[src/rtl/b64_pkg.sv]
// Shared types, constants and the Base64 alphabet lookup for the encoder.
// Used by every module of the base64_encoder block; depends on nothing else.
package b64_pkg;

    localparam logic [6:0] CharPad   = 7'h3d;  // '='
    localparam logic [6:0] CharPlus  = 7'h2b;  // '+'
    localparam logic [6:0] CharSlash = 7'h2f;  // '/'
    localparam logic [6:0] CharDash  = 7'h2d;  // '-'
    localparam logic [6:0] CharUnder = 7'h5f;  // '_'
    localparam logic [6:0] CharUpA   = 7'h41;  // 'A'
    localparam logic [6:0] CharLowA  = 7'h61;  // 'a'
    localparam logic [6:0] CharZero  = 7'h30;  // '0'

    // One complete or closing group, handed from the front to the back.
    typedef struct packed {
        logic [23:0] triple;  // first byte in bits 23:16
        logic [1:0]  nbytes;  // valid bytes in the group, 1 to 3
        logic        last;    // group ends the message
        logic        url;     // URL-safe alphabet, no padding
    } grp_t;

    typedef struct packed {
        logic full;
        logic empty;
    } fifo_stat_t;

    // Maps a 6-bit value to its Base64 character.
    function automatic logic [6:0] b64_sym(input logic [5:0] v, input logic url);
        logic [6:0] c;
        if (v < 6'd26) begin
            c = CharUpA + {1'b0, v};
        end else if (v < 6'd52) begin
            c = CharLowA + {1'b0, v - 6'd26};
        end else if (v < 6'd62) begin
            c = CharZero + {1'b0, v - 6'd52};
        end else if (v == 6'd62) begin
            c = url ? CharDash : CharPlus;
        end else begin
            c = url ? CharUnder : CharSlash;
        end
        return c;
    endfunction

endpackage

[src/rtl/b64_front.sv]
// Front end of the Base64 encoder: accepts bytes and gathers them into groups.
// Depends on b64_pkg for the group record type.
module b64_front
    import b64_pkg::*;
(
    input  logic       aclk,
    input  logic       aresetn,
    input  logic       url_safe,
    input  logic       in_valid,
    input  logic [7:0] in_byte,
    input  logic       in_last,
    input  logic       q_full,
    output logic       in_ready,
    output logic       push,
    output grp_t       rec
);

    logic [1:0]  fill_reg, fill_next;
    logic [15:0] held_reg, held_next;
    logic        accept;
    logic [1:0]  nbytes;
    logic [23:0] triple;

    assign in_ready = !q_full;
    assign accept   = in_valid && in_ready;

    always_comb begin
        case (fill_reg)
            2'd0: begin
                triple = {in_byte, 16'h0000};
                nbytes = 2'd1;
            end
            2'd1: begin
                triple = {held_reg[15:8], in_byte, 8'h00};
                nbytes = 2'd2;
            end
            default: begin
                triple = {held_reg, in_byte};
                nbytes = 2'd3;
            end
        endcase
    end

    // A group goes to the queue when it is full or the message ends.
    assign push       = accept && ((nbytes == 2'd3) || in_last);
    assign rec.triple = triple;
    assign rec.nbytes = nbytes;
    assign rec.last   = in_last;
    assign rec.url    = url_safe;

    always_comb begin
        fill_next = fill_reg;
        held_next = held_reg;
        if (accept) begin
            if (push) begin
                fill_next = 2'd0;
                held_next = 16'h0000;
            end else begin
                fill_next = nbytes;
                held_next = (fill_reg == 2'd0) ? {in_byte, 8'h00}
                                               : {held_reg[15:8], in_byte};
            end
        end
    end

    always_ff @(posedge aclk) begin
        if (!aresetn) begin
            fill_reg <= 2'd0;
            held_reg <= 16'h0000;
        end else begin
            fill_reg <= fill_next;
            held_reg <= held_next;
        end
    end

endmodule

[src/rtl/b64_fifo.sv]
// Short register queue of group records between the front and the back.
// Depends on b64_pkg for the record and status types.
module b64_fifo
    import b64_pkg::*;
#(
    parameter int DEPTH = 4
) (
    input  logic       aclk,
    input  logic       aresetn,
    input  logic       push,
    input  grp_t       wr_data,
    input  logic       pop,
    output grp_t       rd_data,
    output fifo_stat_t stat
);

    localparam int PtrW = (DEPTH > 1) ? $clog2(DEPTH) : 1;
    localparam int CntW = $clog2(DEPTH + 1);
    localparam logic [PtrW-1:0] PtrMax = PtrW'(DEPTH - 1);
    localparam logic [CntW-1:0] CntMax = CntW'(DEPTH);

    grp_t          mem_reg [DEPTH];
    logic [PtrW-1:0] wr_ptr_reg, wr_ptr_next;
    logic [PtrW-1:0] rd_ptr_reg, rd_ptr_next;
    logic [CntW-1:0] cnt_reg, cnt_next;

    assign rd_data    = mem_reg[rd_ptr_reg];
    assign stat.full  = (cnt_reg == CntMax);
    assign stat.empty = (cnt_reg == '0);

    always_comb begin
        wr_ptr_next = wr_ptr_reg;
        rd_ptr_next = rd_ptr_reg;
        cnt_next    = cnt_reg;
        if (push) begin
            wr_ptr_next = (wr_ptr_reg == PtrMax) ? '0 : wr_ptr_reg + 1'b1;
        end
        if (pop) begin
            rd_ptr_next = (rd_ptr_reg == PtrMax) ? '0 : rd_ptr_reg + 1'b1;
        end
        if (push && !pop) begin
            cnt_next = cnt_reg + 1'b1;
        end else if (pop && !push) begin
            cnt_next = cnt_reg - 1'b1;
        end
    end

    always_ff @(posedge aclk) begin
        if (!aresetn) begin
            wr_ptr_reg <= '0;
            rd_ptr_reg <= '0;
            cnt_reg    <= '0;
        end else begin
            wr_ptr_reg <= wr_ptr_next;
            rd_ptr_reg <= rd_ptr_next;
            cnt_reg    <= cnt_next;
        end
    end

    always_ff @(posedge aclk) begin
        if (push) begin
            mem_reg[wr_ptr_reg] <= wr_data;
        end
    end

endmodule

[src/rtl/b64_back.sv]
// Back end of the Base64 encoder: turns queued groups into characters.
// Depends on b64_pkg for the record type, alphabet function and pad code.
module b64_back
    import b64_pkg::*;
(
    input  logic       aclk,
    input  logic       aresetn,
    input  grp_t       head,
    input  logic       head_valid,
    output logic       pop,
    output logic       out_valid,
    output logic [6:0] out_char,
    output logic       out_last,
    input  logic       out_ready
);

    logic [1:0] k_reg, k_next;
    logic       valid_reg, valid_next;
    logic [6:0] char_reg, char_next;
    logic       last_reg, last_next;
    logic       load;
    logic       final_k;
    logic [6:0] sel_char;

    assign load    = head_valid && (!valid_reg || out_ready);
    // Without padding a group of n bytes gives n+1 characters, else four.
    assign final_k = (k_reg == (head.url ? head.nbytes : 2'd3));
    assign pop     = load && final_k;

    always_comb begin
        case (k_reg)
            2'd0: sel_char = b64_sym(head.triple[23:18], head.url);
            2'd1: sel_char = b64_sym(head.triple[17:12], head.url);
            2'd2: sel_char = (head.nbytes > 2'd1) ?
                             b64_sym(head.triple[11:6], head.url) : CharPad;
            default: sel_char = (head.nbytes > 2'd2) ?
                                b64_sym(head.triple[5:0], head.url) : CharPad;
        endcase
    end

    always_comb begin
        k_next     = k_reg;
        valid_next = valid_reg;
        char_next  = char_reg;
        last_next  = last_reg;
        if (load) begin
            valid_next = 1'b1;
            char_next  = sel_char;
            last_next  = head.last && final_k;
            k_next     = final_k ? 2'd0 : k_reg + 2'd1;
        end else if (out_ready) begin
            valid_next = 1'b0;
        end
    end

    always_ff @(posedge aclk) begin
        if (!aresetn) begin
            k_reg     <= 2'd0;
            valid_reg <= 1'b0;
        end else begin
            k_reg     <= k_next;
            valid_reg <= valid_next;
        end
    end

    always_ff @(posedge aclk) begin
        char_reg <= char_next;
        last_reg <= last_next;
    end

    assign out_valid = valid_reg;
    assign out_char  = char_reg;
    assign out_last  = last_reg;

endmodule

[src/rtl/base64_encoder.sv]
// Streaming Base64 encoder top level. The closing byte of a group writes it into the
// queue, then the back end loads its first character into the output register.
// Throughput: one character per cycle while m_tready is high and the queue is not
// empty, so a long message gives four characters per three bytes; the queue of
// QUEUE_DEPTH groups absorbs bursts. Synchronous active-low reset empties the group
// and the queue, drops any pending character, and selects the standard alphabet.
module base64_encoder
    import b64_pkg::*;
#(
    parameter int QUEUE_DEPTH = 4
) (
    input  logic       aclk,
    input  logic       aresetn,
    // Configuration: url_safe register, written whenever cfg_we is high.
    input  logic       cfg_we,
    input  logic       cfg_wdata,
    // Input byte stream.
    input  logic       s_tvalid,
    output logic       s_tready,
    input  logic [7:0] s_tdata,   // [7:0] data_byte
    input  logic       s_tlast,   // last_byte
    // Output character stream.
    output logic       m_tvalid,
    input  logic       m_tready,
    output logic [7:0] m_tdata,   // [6:0] out_char, [7] zero
    output logic       m_tlast    // last_char
);

    logic       url_safe_reg;
    logic       push;
    logic       pop;
    grp_t       rec;
    grp_t       head;
    fifo_stat_t q_stat;
    logic [6:0] out_char;

    // The mode must be changed only while the block is idle; the block does not enforce
    // it. Each group takes the value in force when its closing byte is accepted.
    always_ff @(posedge aclk) begin
        if (!aresetn) begin
            url_safe_reg <= 1'b0;
        end else if (cfg_we) begin
            url_safe_reg <= cfg_wdata;
        end
    end

    // Front end gathers bytes into groups of up to three and queues each group
    // once it fills or the message ends.
    b64_front u_front (
        .aclk     (aclk),
        .aresetn  (aresetn),
        .url_safe (url_safe_reg),
        .in_valid (s_tvalid),
        .in_byte  (s_tdata),
        .in_last  (s_tlast),
        .q_full   (q_stat.full),
        .in_ready (s_tready),
        .push     (push),
        .rec      (rec)
    );

    // The queue decouples byte intake from character output.
    b64_fifo #(
        .DEPTH (QUEUE_DEPTH)
    ) u_fifo (
        .aclk    (aclk),
        .aresetn (aresetn),
        .push    (push),
        .wr_data (rec),
        .pop     (pop),
        .rd_data (head),
        .stat    (q_stat)
    );

    // Back end walks the head group one character per cycle, while the output is
    // not stalled, into the output register.
    b64_back u_back (
        .aclk       (aclk),
        .aresetn    (aresetn),
        .head       (head),
        .head_valid (!q_stat.empty),
        .pop        (pop),
        .out_valid  (m_tvalid),
        .out_char   (out_char),
        .out_last   (m_tlast),
        .out_ready  (m_tready)
    );

    assign m_tdata = {1'b0, out_char};

    // The front must never write a full queue.
    a_no_overflow: assert property (@(posedge aclk) disable iff (!aresetn)
        push |-> !q_stat.full)
        else $error("group written into a full queue");

    // The back must never retire a group from an empty queue.
    a_no_underflow: assert property (@(posedge aclk) disable iff (!aresetn)
        pop |-> !q_stat.empty)
        else $error("group retired from an empty queue");

    // Reset drops any pending output transaction.
    a_reset_clears: assert property (@(posedge aclk)
        !aresetn |=> !m_tvalid)
        else $error("output valid after reset");

endmodule
[config.mk]
export PLATFORM = sky130hd
export DESIGN_NAME = base64_encoder
export DESIGN_NICKNAME = d
export VERILOG_FILES = /design/src/rtl/b64_pkg.sv /design/src/rtl/b64_front.sv /design/src/rtl/b64_fifo.sv /design/src/rtl/b64_back.sv /design/src/rtl/base64_encoder.sv
export SDC_FILE = /design/constraint.sdc
export NUM_CORES = 1
export LEC_CHECK = 0
export ABC_AREA = 0
export CAP_MARGIN = 20
export CORE_MARGIN = 2
export CORE_UTILIZATION = 55
export DETAILED_ROUTE_END_ITERATION = 16
export DONT_BUFFER_PORTS = 1
export PLACE_DENSITY = 0.74
export SLEW_MARGIN = 25
export SYNTH_ARGS = -nofsm -noshare
export SYNTH_HDL_FRONTEND = slang
export SYNTH_HIERARCHICAL = 1
export SYNTH_SLANG_ARGS = --single-unit
[constraint.sdc]
create_clock -name aclk -period 4.3 [get_ports aclk]
set_clock_uncertainty 0.15 [all_clocks]
set_input_delay 0.215 -clock aclk [delete_from_list [all_inputs] [get_ports aclk]]
set_output_delay 0.215 -clock aclk [all_outputs]
set_load 0.01 [all_outputs]
; ---- Yosys cells after proc, flatten, opt, wreduce, memory -nomap -nowiden
; Memory sizes are Yosys's and may differ from the RTL's. A register that Yosys moved wholly into a read port is not among the register bits.
; Index checks and enable logic that the tools add are counted.
[classes]
n_addsub = 25
order_cmp = 14
n_eq_ne = 12
mux = 38
n_reduce_logical = 21
[op_table]
columns = cell, n
row1 = $mux W7, 19
row2 = $add A7 B6 Y7 const A, 8
row3 = $lt A6 B6 Y1 const B, 8
row4 = $pmux W24 S2, 1
row5 = $mux W16, 2
row6 = $add A6 B6 Y7 const A, 4
row7 = $eq A6 B6 Y1 const B, 4
row8 = $lt A6 B5 Y1 const B, 4
row9 = $sub A6 B5 Y6 const B, 4
row10 = $sub A6 B6 Y6 const B, 4
row11 = $pmux W7 S3, 1
row12 = $mux W2, 7
row13 = $mux W3, 3
row14 = $eq A2 B2 Y1 const B, 4
row15 = $logic_and A1 B1 Y1, 7
row16 = $add A2 B1 Y2 const B, 3
row17 = $reduce_bool A2 Y1, 3
row18 = $logic_not A1 Y1, 5
row19 = $eq A2 B1 Y1 const B, 2
row20 = $logic_not A2 Y1, 2
row21 = $mux W1, 4
row22 = $pmux W2 S2, 1
row23 = $add A3 B1 Y3 const B, 1
row24 = $eq A3 B3 Y1 const B, 1
row25 = other kinds (7), 8
[word_totals]
regBits = 37
ramBits = 112
out_inout_bits = 11
word_cells = 122
mem_count = 1
[mem_list]
columns = memory, words, width, rd, rd_clocked_by_memory_dff, wr, line_no
row1 = u_fifo.mem_reg, 4, 28, 1, 1, 1, b64_fifo.sv:22  ; grp_t mem_reg [DEPTH];

; ---- Longest topological paths before layout
[logic_depth]
word_depth = 9
mapped_depth = 15

; ---- Hierarchy
; Netlist, hierarchy kept.
[by_module_without_submodules]
columns = module, instances, cells_each, area_each_um2, seq_area_each_um2
row1 = b64_fifo, 1, 190, 4548.1, 3543.4
row2 = b64_back, 1, 398, 2907.8, 300.3
row3 = b64_front, 1, 85, 927.1, 360.3
row4 = base64_encoder, 1, 6, 51.3, 20.0

; ---- Worst setup path before layout
; Ideal clock, no wire load.
[synth_path]
path_kind = register to register
from = register (tool-made name)
to = register u_fifo.cnt_reg[2]
arrival_time_ns = 3.081
setup_slack_ns = 0.994
stages_incl_launch_ff = 16
path_buffers = 3
synth_period_minus_slack_ns = 3.306
cell_sequence = dfxtp_1 buf_6 buf_12 mux4_2 clkbuf_1 nand4_1 o31ai_1 a32oi_1 nor2_1 inv_1 ha_1 inv_1 fa_1 xor2_1 or3_1 a21boi_0
[synth_rtl]
columns = element, line_no
row1 = end signal: assignment, b64_fifo.sv:56  ; cnt_reg <= cnt_next;
row2 = end: declaration, b64_fifo.sv:25  ; logic [CntW-1:0] cnt_reg, cnt_next;

==> flow_results.xml <==
<?xml version="1.0" encoding="UTF-8"?>
<metrics>
  <group name="die">
    <metric name="starting_density_of_the_core" unit="%">55.9</metric>
    <metric name="rows" unit="">45</metric>
    <metric name="die_width" unit="um">128</metric>
    <metric name="design.core.area" unit="um^2">15100</metric>
    <metric name="pin_count" unit="">26</metric>
    <metric name="chipHeight" unit="um">128</metric>
    <metric name="die_footprint" unit="um^2">16300</metric>
  </group>
  <group name="cts">
    <metric name="clock_path_buffers" unit="">2</metric>
    <metric name="htree_num_levels" unit="">4</metric>
    <metric name="cts.clk_slew.worst_paths" unit="ns">0.06</metric>
    <metric name="tritoncts" unit="">built</metric>
    <metric name="clock_tree.root_cell" unit="">clkbuf_16</metric>
    <metric name="post_cts.resized_instances" unit="">0</metric>
    <metric name="tritoncts_num_sinks" unit="">151</metric>
    <metric name="cts_bufs_inserted" unit="">17</metric>
    <metric name="worst_skew_pair.late_latency" unit="ns">0.42</metric>
    <metric name="post_cts.repair.setup_buffers" unit="">0</metric>
    <metric name="cts_hold_buffers" unit="">19</metric>
  </group>
  <group name="global_routing">
    <metric name="antenna_found_initial" unit="">0</metric>
    <metric name="grt_use_total" unit="%">23.9</metric>
    <metric name="global_route.overflow_total" unit="">0</metric>
    <metric name="grt_start_max_net_pins" unit="">29</metric>
    <metric name="vias_in_the_first_global_route" unit="">5371</metric>
    <metric name="global_route_wire_length_before_repair" unit="mm">29.4</metric>
  </group>
  <group name="synthesis">
    <metric name="synth_top_cells_by_count" unit="">edfxtp_1 (120), nand2_1 (52), ha_1 (50)</metric>
    <metric name="mappedNetlistNets" unit="">745</metric>
    <metric name="synth.area.top_cells" unit="">edfxtp_1 (43%), ha_1 (7.4%), dfxtp_1 (7.4%), mux4_2 (5.3%), mux4_1 (2.5%)</metric>
    <metric name="dominant_cell_by_count_in_the_synthesized_netlist" unit="">edfxtp_1</metric>
    <metric name="number_of_synthesized_flops_with_an_enable_pin" unit="">120</metric>
    <metric name="synth-async-reset-ratio" unit="%">0</metric>
    <metric name="yosysTopAreaCell" unit="">edfxtp_1</metric>
    <metric name="synth_seq_area_share" unit="%">50.1</metric>
    <metric name="syn-mean-instance-area" unit="um^2">12.4</metric>
    <metric name="synth.ff_latch_count" unit="">151</metric>
    <metric name="synthDistinctLibCells" unit="">76</metric>
    <metric name="synthCells" unit="">679</metric>
    <metric name="yosys_warnings" unit="">6</metric>
    <metric name="mappedNetlistArea" unit="um^2">8430</metric>
    <metric name="fraction_of_synthesized_cell_area_taken_by_the_top_area_cell_type" unit="%">42.7</metric>
    <metric name="ys.flop_type" unit="">edfxtp_1</metric>
  </group>
  <group name="place">
    <metric name="place_area" unit="um^2">8500</metric>
    <metric name="io_buffers" unit="">0</metric>
    <metric name="post-dp-hpwl" unit="mm">12.4</metric>
    <metric name="gp_congestion" unit="">0.886</metric>
  </group>
  <group name="sta">
    <metric name="period_needed" unit="ns">3.76</metric>
    <metric name="period_share" unit="%">87.4</metric>
    <metric name="rsz0062_at_grt" unit="">no</metric>
    <metric name="maxClockFrequency" unit="MHz">266</metric>
    <metric name="final_max_slew_viol_count" unit="">0</metric>
    <metric name="relSlewSlack" unit="%">44.3</metric>
    <metric name="worst_slew_pin_slew" unit="ns">0.833</metric>
    <metric name="setup_tns" unit="ns">0</metric>
    <metric name="setup_violations" unit="">0</metric>
    <metric name="finalHoldViolCount" unit="">0</metric>
  </group>
  <group name="final_layout">
    <metric name="post-route-cell-area" unit="um^2">9230</metric>
    <metric name="largest_register_ffs" unit="">112</metric>
    <metric name="num_antenna_cells" unit="">0</metric>
    <metric name="areaGrowthSynthToFinish" unit="%">9.46</metric>
    <metric name="multi_input_comb_area" unit="um^2">3840</metric>
    <metric name="fill_cells" unit="">1145</metric>
    <metric name="fin_util" unit="%">61.2</metric>
    <metric name="final_layout_size_suffix_gt1_share" unit="%">12.1</metric>
    <metric name="total_number_of_nets_in_the_final_design" unit="">754</metric>
    <metric name="final-seq-area" unit="um^2">4230</metric>
  </group>
  <group name="route">
    <metric name="firstDrtPassIters" unit="">5</metric>
    <metric name="detail_route.wirelength" unit="mm">18.3</metric>
    <metric name="drcViolationCount" unit="">0</metric>
    <metric name="final_antenna_net_count" unit="">0</metric>
    <metric name="post_drt_via_cell_ratio" unit="">6.20</metric>
    <metric name="route.detailed.wl_per_inst" unit="um">20.6</metric>
    <metric name="detail_route.iter0.violations" unit="">604</metric>
    <metric name="via_total_after_detailed_routing" unit="">5510</metric>
  </group>
  <group name="critical_path">
    <metric name="crit_fanout" unit="">22</metric>
    <metric name="setup.worst_path.start_class" unit="">flip-flop</metric>
    <metric name="critPathKind" unit="">reg2reg</metric>
    <metric name="critPathArrivalTime" unit="ns">3.76</metric>
    <metric name="crit_path_required_time" unit="ns">4.31</metric>
    <metric name="setup.worst_path.end_class" unit="">flip-flop</metric>
  </group>
  <group name="power">
    <metric name="power-per-cell-area" unit="nW/um^2">479</metric>
    <metric name="peakVddDrop" unit="V">0.000365</metric>
    <metric name="power.leakage" unit="nW">3.31</metric>
  </group>
  <group name="min_path">
    <metric name="tightest_hold_check_type" unit="">in2reg</metric>
  </group>
  <group name="flow_run">
    <metric name="max_capacitance_violation_count" unit="">0</metric>
  </group>
  <group name="outcome">
    <metric name="outcome" unit="">complete, no violations</metric>
  </group>
</metrics>
## cells in the final DEF, fill, tap and decap left out, types with 5 or more instances in the layout
cell type      Yosys  routed
edfxtp_1         120     120
nand2_1           52      52
ha_1              50      50
inv_1             35      35
dfxtp_1           31      30
a21oi_1           26      26
o21ai_0           24      24
xnor2_1           23      23
nor2_1            23      23
mux4_2            20      20
dlygate4sd3_1      0      19
clkbuf_16          0      17
xor2_1            17      17
nor2b_1           16      16
a22o_1            16      16
and2_1            15      15
nand3_1           13      13
a31oi_1            9       9
a211oi_1           9       9
mux4_1             8       8
mux2_2             8       8
a22o_2             8       8
mux2i_1            7       7
nand2b_1           7       7
nor3_1             7       7
a21o_1             6       6
o31ai_1            6       6
and3_1             6       6
buf_4              3       6
a221oi_1           5       5
a311oi_1           5       5
## per-stage QoR
step / total power, mW / hold slack [ns] / instances / setup WS, ns
CTS: 4.43 / 0.0183 / 889 / 0.577
finish: 4.42 / 0.0211 / 889 / 0.542
floorplan: 2.78 / 0.187 / 679 / 0.994
global placement: 3.04 / 0.165 / 838 / 0.721
detailed placement: 3.06 / 0.165 / 838 / 0.585
global route: 4.65 / 0.0230 / 889 / 0.370
## worst paths after layout
kind | start | end | slack, ns | cells past startpoint
worst max-delay path | flip-flop | u_back/out_char[5] | 0.54 | 9
worst min-delay path | s_tdata[5] | u_fifo/mem_reg[3][9] | 0.02 | 1
worst max register to register | flip-flop | u_back/out_char[5] | 0.54 | 9
worst min register to register | u_front/held_reg[0] | u_front/held_reg[0] | 0.34 | 1
## critical path: stages (launching register included)
cell and delay (ns):
dfxtp_2 0.48, buf_12 0.25, mux4_1 0.80, ha_1 0.36, a21o_1 0.30, xnor2_1 0.17, o31ai_1 0.32, a221oi_1 0.15
a311oi_1 0.35, a31oi_1 0.14
## report_power, final
group / total [mW] / internal (mW) / switching, mW
clock network: 1.35 / 0.784 / 0.567
registers: 1.82 / 1.73 / 0.0906
logic: 1.25 / 0.493 / 0.757
## metal layers
metal  track usage [%]  up-vias  share of wire (%)
met5                 0        -                  0
met4              7.63        0                2.2
met3              4.92       28                5.1
met2              38.3      207                 48
met1              32.8     2684                 44
li1                  -     2591                  -
## area by class of cell
cell class                 instances  share of cell area (%)
multi-input combinational        457                    41.6
clock inverter                    10                   0.772
clock buffer                      22                    5.14
timing repair buffer              26                    2.76
sequential                       151                    45.8
tap                              188                    2.55
inverter                          35                    1.42
## kinds of logic (layout without fill, tap and decap cells)
group | Yosys count | in the layout | synth area share [%]
and+or+nand+nor | 175 | 175 | 11.3
DFF | 151 | 151 | 50.1
AOI/OAI and AO/OA | 147 | 147 | 12.6
buffers and inverters | 71 | 93 | 4.39
adders and majority gates | 51 | 51 | 7.65
muxes | 43 | 43 | 9.73
xor gates and xnor gates | 40 | 40 | 4.15
other | 1 | 1 | 0.0445
(Power assumes the default switching activity.)
